File: config.mk
export PLATFORM = sky130hd
export DESIGN_NAME = spot_detection_highpass_1d
export DESIGN_NICKNAME = d
export VERILOG_FILES = /design/src/sv/shd_pkg.sv /design/src/sv/shd_cell.sv /design/src/sv/shd_diff.sv /design/src/sv/spot_detection_highpass_1d.sv
export SDC_FILE = /design/constraint.sdc
export NUM_CORES = 1
export LEC_CHECK = 0
export CELL_PAD_IN_SITES_DETAIL_PLACEMENT = 1
export CELL_PAD_IN_SITES_GLOBAL_PLACEMENT = 1
export CORE_ASPECT_RATIO = 0.5
export CORE_MARGIN = 2
export CORE_UTILIZATION = 25
export DETAILED_ROUTE_END_ITERATION = 12
export DONT_BUFFER_PORTS = 1
export HOLD_SLACK_MARGIN = 0.08
export PLACE_DENSITY_LB_ADDON = 0.15
export SLEW_MARGIN = 5
export SYNTH_ARGS = -nofsm -noshare
export SYNTH_HDL_FRONTEND = slang
export SYNTH_SLANG_ARGS = --single-unit
File: constraint.sdc
create_clock -name clk_i -period 42.7 [get_ports clk_i]
set_input_delay 6.405 -clock clk_i [delete_from_list [all_inputs] [get_ports clk_i]]
set_output_delay 6.405 -clock clk_i [all_outputs]
set_load 0.05 [all_outputs]
File: src/sv/shd_pkg.sv
// shared constants and types for the spot detection high-pass filter
package shd_pkg;

  localparam int unsigned MAX_HALF   = 32;
  localparam int unsigned LINE_DEPTH = 2 * MAX_HALF;
  localparam int unsigned IDX_W      = $clog2(LINE_DEPTH);
  localparam int unsigned POS_W      = $clog2(LINE_DEPTH + 1);
  localparam int unsigned HALF_W     = 6;
  localparam int unsigned HCNT_W     = $clog2(MAX_HALF + 1);
  localparam int unsigned SAMPLE_W   = 16;
  localparam int unsigned VALUE_W    = 15;
  localparam int unsigned SUM_W      = SAMPLE_W + 3;
  localparam int unsigned PADDR_W    = 3;
  localparam int unsigned PDATA_W    = 32;

  // register map
  localparam logic [PADDR_W-1:0] REG_HALF_WIDTH = 3'd0;
  localparam logic [HALF_W-1:0]  HALF_RESET     = 6'd1;

  typedef logic signed [SAMPLE_W-1:0] sample_t;
  typedef logic [VALUE_W-1:0]         value_t;

  // taps handed from the delay line to the difference stage
  typedef struct packed {
    logic    enable;
    sample_t mid;
    sample_t far;
    sample_t cur;
  } shd_taps_t;

endpackage

File: src/sv/shd_cell.sv
// one cell of the sample delay line
module shd_cell
  import shd_pkg::*;
(
  input  logic    clk_i,
  input  logic    shift_i,
  input  sample_t d_i,
  output sample_t q_o
);

  sample_t data_q;

  // take the neighbour's sample, or the input sample at the head, on every accepted word
  always_ff @(posedge clk_i) begin
    if (shift_i) begin
      data_q <= d_i;
    end
  end

  assign q_o = data_q;

endmodule

File: src/sv/shd_diff.sv
// rectified, saturated spaced second difference
module shd_diff
  import shd_pkg::*;
(
  input  shd_taps_t taps_i,
  output value_t    value_o
);

  logic signed [SUM_W-1:0] sum;

  // 2*mid - far - cur at full width
  assign sum = (SUM_W'(taps_i.mid) <<< 1) - SUM_W'(taps_i.far) - SUM_W'(taps_i.cur);

  // zero when disabled; clip to zero below, to full scale above
  always_comb begin
    if (!taps_i.enable || sum <= 0) begin
      value_o = '0;
    end else if (sum > SUM_W'(2 ** VALUE_W - 1)) begin
      value_o = '1;
    end else begin
      value_o = sum[VALUE_W-1:0];
    end
  end

endmodule

File: src/sv/spot_detection_highpass_1d.sv
// spot detection high-pass filter: delay line of cells, difference stage, output register
// output: an accepted sample's word is written to the output register and shows in the next cycle
// throughput: one sample per cycle while the output is not stalled; a final sample adds h
//   trailing zero words (a vector of i+1 samples with i below h gets i+1 zeros, i of them
//   after the final word), during which no sample is accepted
// reset: asynchronous, active low; clears position count, output valid and burst count,
//   half width returns to 1; the delay line cells are not reset
module spot_detection_highpass_1d
  import shd_pkg::*;
(
  input  logic               clk_i,
  input  logic               rst_ni,
  // apb configuration port
  input  logic               psel,
  input  logic               penable,
  input  logic               pwrite,
  input  logic [PADDR_W-1:0] paddr,
  input  logic [PDATA_W-1:0] pwdata,
  output logic [PDATA_W-1:0] prdata,
  output logic               pready,
  // sample stream in
  input  logic               s_axis_tvalid,
  output logic               s_axis_tready,
  input  logic [15:0]        s_axis_tdata,   // [15:0] sample
  input  logic               s_axis_tlast,   // is_final
  // filtered stream out
  output logic               m_axis_tvalid,
  input  logic               m_axis_tready,
  output logic [15:0]        m_axis_tdata,   // [14:0] value, [15] zero
  output logic               m_axis_tlast    // end_of_vector
);

  logic [HALF_W-1:0] half_q;
  logic [POS_W-1:0]  pos_q, pos_d;
  logic [HCNT_W-1:0] zcnt_q, zcnt_d;
  logic              ovalid_q, ovalid_d;
  value_t            oval_q, oval_d;
  logic              oeov_q, oeov_d;

  logic              accept, slot_free;
  logic [HCNT_W-1:0] h_eff;
  logic [IDX_W-1:0]  mid_idx, far_idx;
  logic [POS_W-1:0]  h_pos, h2_pos;
  sample_t           cur;
  sample_t           taps [LINE_DEPTH];
  shd_taps_t         dtaps;
  value_t            dval;

  // configuration register
  assign pready = 1'b1;
  always_ff @(posedge clk_i or negedge rst_ni) begin
    if (!rst_ni) begin
      half_q <= HALF_RESET;
    end else if (psel && penable && pwrite && (paddr == REG_HALF_WIDTH)) begin
      half_q <= pwdata[HALF_W-1:0];
    end
  end
  assign prdata = (paddr == REG_HALF_WIDTH) ? PDATA_W'(half_q) : '0;

  // effective half width, clipped to half the line length
  assign h_eff   = (half_q > HALF_W'(MAX_HALF)) ? HCNT_W'(MAX_HALF) : half_q[HCNT_W-1:0];
  assign h_pos   = POS_W'(h_eff);
  assign h2_pos  = POS_W'(h_eff) << 1;
  assign mid_idx = IDX_W'(h_pos - POS_W'(1));
  assign far_idx = IDX_W'(h2_pos - POS_W'(1));

  // handshake
  assign slot_free     = !ovalid_q || m_axis_tready;
  assign s_axis_tready = (zcnt_q == '0) && slot_free;
  assign accept        = s_axis_tvalid && s_axis_tready;
  assign cur           = sample_t'(s_axis_tdata);

  // delay line: row of cells, newest at index zero
  for (genvar g = 0; g < LINE_DEPTH; g++) begin : g_line
    if (g == 0) begin : g_head
      shd_cell u_cell (.clk_i(clk_i), .shift_i(accept), .d_i(cur), .q_o(taps[g]));
    end else begin : g_body
      shd_cell u_cell (.clk_i(clk_i), .shift_i(accept), .d_i(taps[g-1]), .q_o(taps[g]));
    end
  end

  // difference stage
  assign dtaps.enable = (h_eff != '0) && (pos_q >= h2_pos);
  assign dtaps.mid    = taps[mid_idx];
  assign dtaps.far    = taps[far_idx];
  assign dtaps.cur    = cur;

  shd_diff u_diff (.taps_i(dtaps), .value_o(dval));

  // output register, trailing zero burst and position count
  always_comb begin
    pos_d    = pos_q;
    zcnt_d   = zcnt_q;
    oval_d   = oval_q;
    oeov_d   = oeov_q;
    ovalid_d = ovalid_q && !m_axis_tready;
    if (accept) begin
      if (pos_q >= h_pos) begin
        ovalid_d = 1'b1;
        oval_d   = dval;
        oeov_d   = s_axis_tlast && (h_eff == '0);
        zcnt_d   = s_axis_tlast ? h_eff : '0;
      end else if (s_axis_tlast) begin
        // short vector: i+1 zeros, i below h so it fits the counter
        ovalid_d = 1'b1;
        oval_d   = '0;
        oeov_d   = (pos_q == '0);
        zcnt_d   = HCNT_W'(pos_q);
      end
      if (s_axis_tlast) begin
        pos_d = '0;
      end else if (pos_q < POS_W'(LINE_DEPTH)) begin
        pos_d = pos_q + POS_W'(1);
      end
    end else if ((zcnt_q != '0) && slot_free) begin
      ovalid_d = 1'b1;
      oval_d   = '0;
      oeov_d   = (zcnt_q == HCNT_W'(1));
      zcnt_d   = zcnt_q - HCNT_W'(1);
    end
  end

  always_ff @(posedge clk_i or negedge rst_ni) begin
    if (!rst_ni) begin
      pos_q    <= '0;
      zcnt_q   <= '0;
      ovalid_q <= 1'b0;
    end else begin
      pos_q    <= pos_d;
      zcnt_q   <= zcnt_d;
      ovalid_q <= ovalid_d;
    end
  end

  always_ff @(posedge clk_i) begin
    oval_q <= oval_d;
    oeov_q <= oeov_d;
  end

  assign m_axis_tvalid = ovalid_q;
  assign m_axis_tdata  = {1'b0, oval_q};
  assign m_axis_tlast  = oeov_q;

endmodule
* Word-level counts from Yosys, hierarchy flattened
Cells that the tools add are included.
** Word-level totals
- Flip-flop bits (word level) :: 1060
- Bits in latches :: 0
- RAM bits :: 0
- ROM bits :: 0
- Bits of input ports :: 59
- Output and inout bits :: 52
- Logic and storage cells :: 141
- Memories :: 0
** Cells by class
- Add/sub/neg operators :: 6
- $mul :: 0
- Div/mod/pow operators :: 0
- $lt $le $gt $ge :: 8
- Equal/unequal tests :: 2
- Shifts and indexed selects :: 0
- Muxes and demuxes :: 29
- Bitwise operators :: 2
- Reduce and logical (&&, ||, !) cells :: 24
** Operator list (count)
- $bmux 16 s6 :: 2
- $mux 15 :: 6
- $mux 16 :: 4
- $mux 6 :: 7
- $gt 19x16->1 const B :: 1
- $le 19x1->1 const B :: 1
- $sub 18x16->19 :: 1
- $sub 17x16->18 :: 1
- $sub 6x1->6 const B :: 3
- $ge 7x7->1 const B :: 2
- $mux 7 :: 2
- $not 6->7 :: 2
- $logic_not 6->1 :: 2
- $reduce_bool 6->1 :: 2
- $logic_and 1x1->1 :: 9
- $mux 1 :: 8
- $add 7x1->7 const B :: 1
- $ge 7x6->1 :: 1
- $ge 7x7->1 :: 1
- $logic_not 7->1 :: 1
- $lt 7x7->1 const B :: 1
- $eq 6x1->1 const B :: 1
- $gt 6x6->1 const B :: 1
- $reduce_and 2->1 :: 2
- 5 further kinds :: 9

* Depth between registers and ports, before layout
- Depth in word-level cells :: 14
- Gate-level depth with buffers :: 35
- Mapped depth without buffers :: 25

* Cells and area by module
A second synthesis with hierarchy kept.
** Second synthesis, totals
- Cell total of the unflattened synthesis :: 2647
- Area, all modules :: 45707.6 µm²
** By module, submodules not included
- shd_cell :: instances 64, cells each 16, area an instance 480.5 µm², seq. area each 480.5 µm²
- spot_detection_highpass_1d :: instances 1, cells each 1385, area an instance 13067.5 µm², seq. area each 982.2 µm²
- shd_diff :: instances 1, cells each 238, area an instance 1890.6 µm², seq. area each 0.0 µm²

* Worst setup path before layout
Ideal clock, no wire load.
- Kind :: input-to-reg
- From :: input m_axis_tready
- To :: register zcnt_q[0]
- Library setup time :: 249 ps
- Arrival :: 37032 ps
- Data required time :: 42451 ps
- Path slack :: 5419 ps
- Cell stages on the path :: 8
- Path buffers :: 1
- Cells stage by stage :: inv_1 > a21oi_2 > nand2_1 > inv_1 > buf_1 > o211ai_1 > o211ai_1 > o21ai_0
** On the way
- Longest elaborated chain between the ends :: 5
- Elaborated cells between the ends (all ways) :: 8
- Those cells by class :: eq/ne (1); mux (1); reduce/logical (6)
** RTL lines
- start, declared :: line spot_detection_highpass_1d.sv:28 : input logic m_axis_tready,
- $logic_or 1x1->1 * :: line spot_detection_highpass_1d.sv:68 : assign slot_free = !ovalid_q || m_axis_tready;
- $logic_and 1x1->1 * :: line spot_detection_highpass_1d.sv:69 : assign s_axis_tready = (zcnt_q == '0) && slot_free;
- net s_axis_tready :: line spot_detection_highpass_1d.sv:23 : output logic s_axis_tready,
- $logic_and 1x1->1 * :: line spot_detection_highpass_1d.sv:70 : assign accept = s_axis_tvalid && s_axis_tready;
- net accept :: line spot_detection_highpass_1d.sv:40 : logic accept, slot_free;
- $ne 3x2->1 (no source line) or $reduce_bool 2->1 (tied branches)
- $reduce_and 2->1 (no source line)
- end signal, assigned :: line spot_detection_highpass_1d.sv:130 : zcnt_q <= zcnt_d;
- end, declared :: line spot_detection_highpass_1d.sv:35 : logic [HCNT_W-1:0] zcnt_q, zcnt_d;
Mark *: on every way through the listed nets, which the timed path passes. The rest lies on a longest branch.
A chain may end at the register's enable or synchronous reset.

* Final worst setup path
- From :: input paddr[1]
- To :: output prdata[5]
** On the way
- Longest elaborated chain between the ends :: 2
** RTL lines
- start, declared :: line spot_detection_highpass_1d.sv:17 : input logic [PADDR_W-1:0] paddr,
- $logic_not 3->1 :: line spot_detection_highpass_1d.sv:58 : assign prdata = (paddr == REG_HALF_WIDTH) ? PDATA_W'(half_q) : '0;
- $mux 6 :: line spot_detection_highpass_1d.sv:58
- end, declared :: line spot_detection_highpass_1d.sv:19 : output logic [PDATA_W-1:0] prdata,
Every way passes these cells.

==> flow_summary.toml <==
[min_path]
hold_depth = 0
hold_end = "g_line[53].g_body.u_cell.q_o[15]"
timing.hold.worst.start = "g_line[52].g_body.u_cell.q_o[15]"
hp-class = "reg2reg"

[clock_network]
cts_buffer_depth = 3
cts_setup_buffers = 0
cts_tree = "yes"
cts_resized = 0
cts_made_buffers = 105
ctsHoldBuffers = 0
cts.sinks = 1060
path_clk_slew_ns = 0.06
insertion_delay_ns = 0.71
htreeDepth = 3
root_buffer = "clkbuf_16"

[synthesis]
synth_flop_cell = "edfxtp_1"
synth_area_sq_um = 45100
synth_warnings = 0
synthArstFlopShare = 0.0189
synth_edf_count = 1040
synth_seq_cells = 1060
ys_seq_area_frac = 0.703
synth.most_common_cell = "edfxtp_1"
synth_common_cells = "1040 x edfxtp_1, 351 x mux4_2, 135 x nor2_1"
yosysTopAreaCell = "edfxtp_1"
yosysUniqueCellTypes = 85
syn_inst = 2322
yosysTopAreaCellShare = 0.692
synth_area_leaders = "edfxtp_1 69%, mux4_2 18%, nor2_1 1.1%"
syn_area_per_cell_sq_um = 19.4

[timing]
fmaxAchievable_ghz = 0.0727
worst_slew_pin_slew_ns = 1.11
hold_ws_ns = 0.398
fin_skew_ns = 0.0279
relSlewSlack = 0.262
finalSetupTns_ns = 0
period_share = 0.322
setup_viol = 0
slew_violations = 0
min_period_ns = 13.76
rsz0062_at_grt = "no"
hold_viol = 0

[floorplan]
die_h_um = 304
core_area_sq_um = 180000
die_w_um = 605
pin_count = 111
die_area_sq_um = 184000
start_util = 0.251
rows = 110

[route]
vias = 22100
post_drt_wl_per_cell_um = 22.0
vias_per_cell = 4.57
ant_nets = 0
dr.pass1.iters = 5
drt_wl_total_um = 106000
drtIter0Drc = 1763
route.detailed.drc = 0

[placement]
dpl_cell_area_sq_um = 47900
numPortBuffers = 0
dp_hpwl_um = 61800
gp_congestion = 0.702

[critical_path]
path_buf_inv = 0
cp.arrival_ns = 7.35
critPathLaunchType = "input port"
cp.required_ns = 36.29
r2r_end = "oval_q[1]"
max_stage_delay_ns = 0.52
worstPathMaxFanout = 7
r2r_start = "half_q[5]"
cp_top_family = "simple AND/OR/NAND/NOR gates"
criticalPathCategory = "in2out"
worstRegToRegCells = 30
end_kind = "output port"
timing.reg2reg.setup_slack_ns = 31.06
critical-path-slowest-cell = "and2_1"
cp_cell_sequence = "nor3_1 -> and2_1"

[final_layout]
syn_to_final_growth_pct = 13.7
final_util = 0.286
drive_gt1_frac = 0.239
nets = 2448
fillCellCount = 18200
fin_area_sq_um = 51300

[global_route]
track_usage = 0.117
grt_pass1_wl_um = 164000
grt_pass1_vias = 23800
grt_max_degree = 167
overflow = 0
antenna_found_initial = 3

[power]
p_leak_uw = 0.0162
p_total_uw = 3360
powerDensity_nw_per_um2 = 65.5
ir_worst_vdd_mv = 0.0372

[run]
maxCapViolCount = 0

[run_status]
outcome = "complete, no violations"
## placed cells by master (no fill, tap or decap), drive strengths merged, types with 5 or more instances in the layout
cell    Yosys  routed
mux2       13      13
mux4      351     351
o21a        5       5
mux2i      34      34
nand3      17      17
and3       12      12
a21oi      60      60
nor3       42      42
a31oi       9       9
nand2b      7       7
nor2b       9       9
bufinv      0      13
o21ai      81      81
or4         6       6
xor2        5       5
clkinv      1      48
clkbuf     69     126
ha         37      37
dfrtp      19      19
xnor2      10      10
conb        2      28
or3         6       6
o211ai     11      11
edfxtp   1040    1040
nor2      136     136
buf        90      40
and2        6       6
a21o       20      20
a31o        5       5
fa         16      16
inv        49      52
nand2      92      92
o22ai       6       6
## area by class of cell
class                   count  area [sq um]  share of cell area
inverters                  50           210             0.00410
diodes                      1          2.50           0.0000488
clock inverters            67           684              0.0133
clock buffers             126          2770              0.0540
well taps                2408          3010              0.0587
multi-input cells        1079         12600               0.245
flip-flops and latches   1060         31700               0.618
repair buffers             40           325             0.00634
## flip-flops by register name (all words and copies together), names as in the netlist
signal and flops:
zcnt_q 6, m_axis_tvalid 1, half_q 6, oval_q 15
g_line.g_body.u_cell.q_o 1008, m_axis_tlast 1, g_line.g_head.u_cell.q_o 16, pos_q 7
## power breakdown
group / leakage [uW] / internal (uW) / switching (uW)
clock network: 0.00168 / 541 / 412
logic: 0.00488 / 481 / 688
registers: 0.00963 / 1190 / 42.6
total: 0.0162 / 2220 / 1140
## per-stage QoR
stage	setup slack [ns]	instances
floorplan	5.42	2348
global placement	28.99	4637
detailed placement	28.93	4637
CTS	28.93	4830
global route	28.83	4831
finish	28.94	4831
## worst max-delay path by stage
stage | start | to | depth (start not counted) | slack [ns]
2_1_floorplan | m_axis_tready | zcnt_q[0] | 8 | 5.42
3_3_place_gp | paddr[1] | prdata[4] | 2 | 28.99
3_5_place_dp | paddr[1] | prdata[4] | 2 | 28.93
4_1_cts | paddr[1] | prdata[4] | 2 | 28.93
5_1_grt | paddr[1] | prdata[2] | 2 | 28.83
6_report | paddr[1] | prdata[5] | 2 | 28.94
## metal layers
layer,vias to the layer above,track usage,part of all wire,wire [um]
li1,9532,-,-,-
met1,12000,0.176,0.50,52800
met2,370,0.175,0.45,48000
met3,131,0.0194,0.035,3710
met4,0,0.0268,0.019,2010
met5,-,0,0,0
## kinds of logic (layout without fill, tap and decap cells)
group / count (synthesis) / after routing / synth area share
xor gates and xnor gates: 15 / 15 / 0.00308
buffers and inverters: 209 / 283 / 0.0220
other: 2 / 29 / 0.000166
AOI/OAI and AO/OA: 231 / 231 / 0.0322
muxes: 398 / 398 / 0.186
and+or+nand+nor: 354 / 354 / 0.0363
adders and majority gates: 53 / 53 / 0.0174
DFF: 1060 / 1060 / 0.703
No activity file was read; power rests on OpenSTA's default activity.
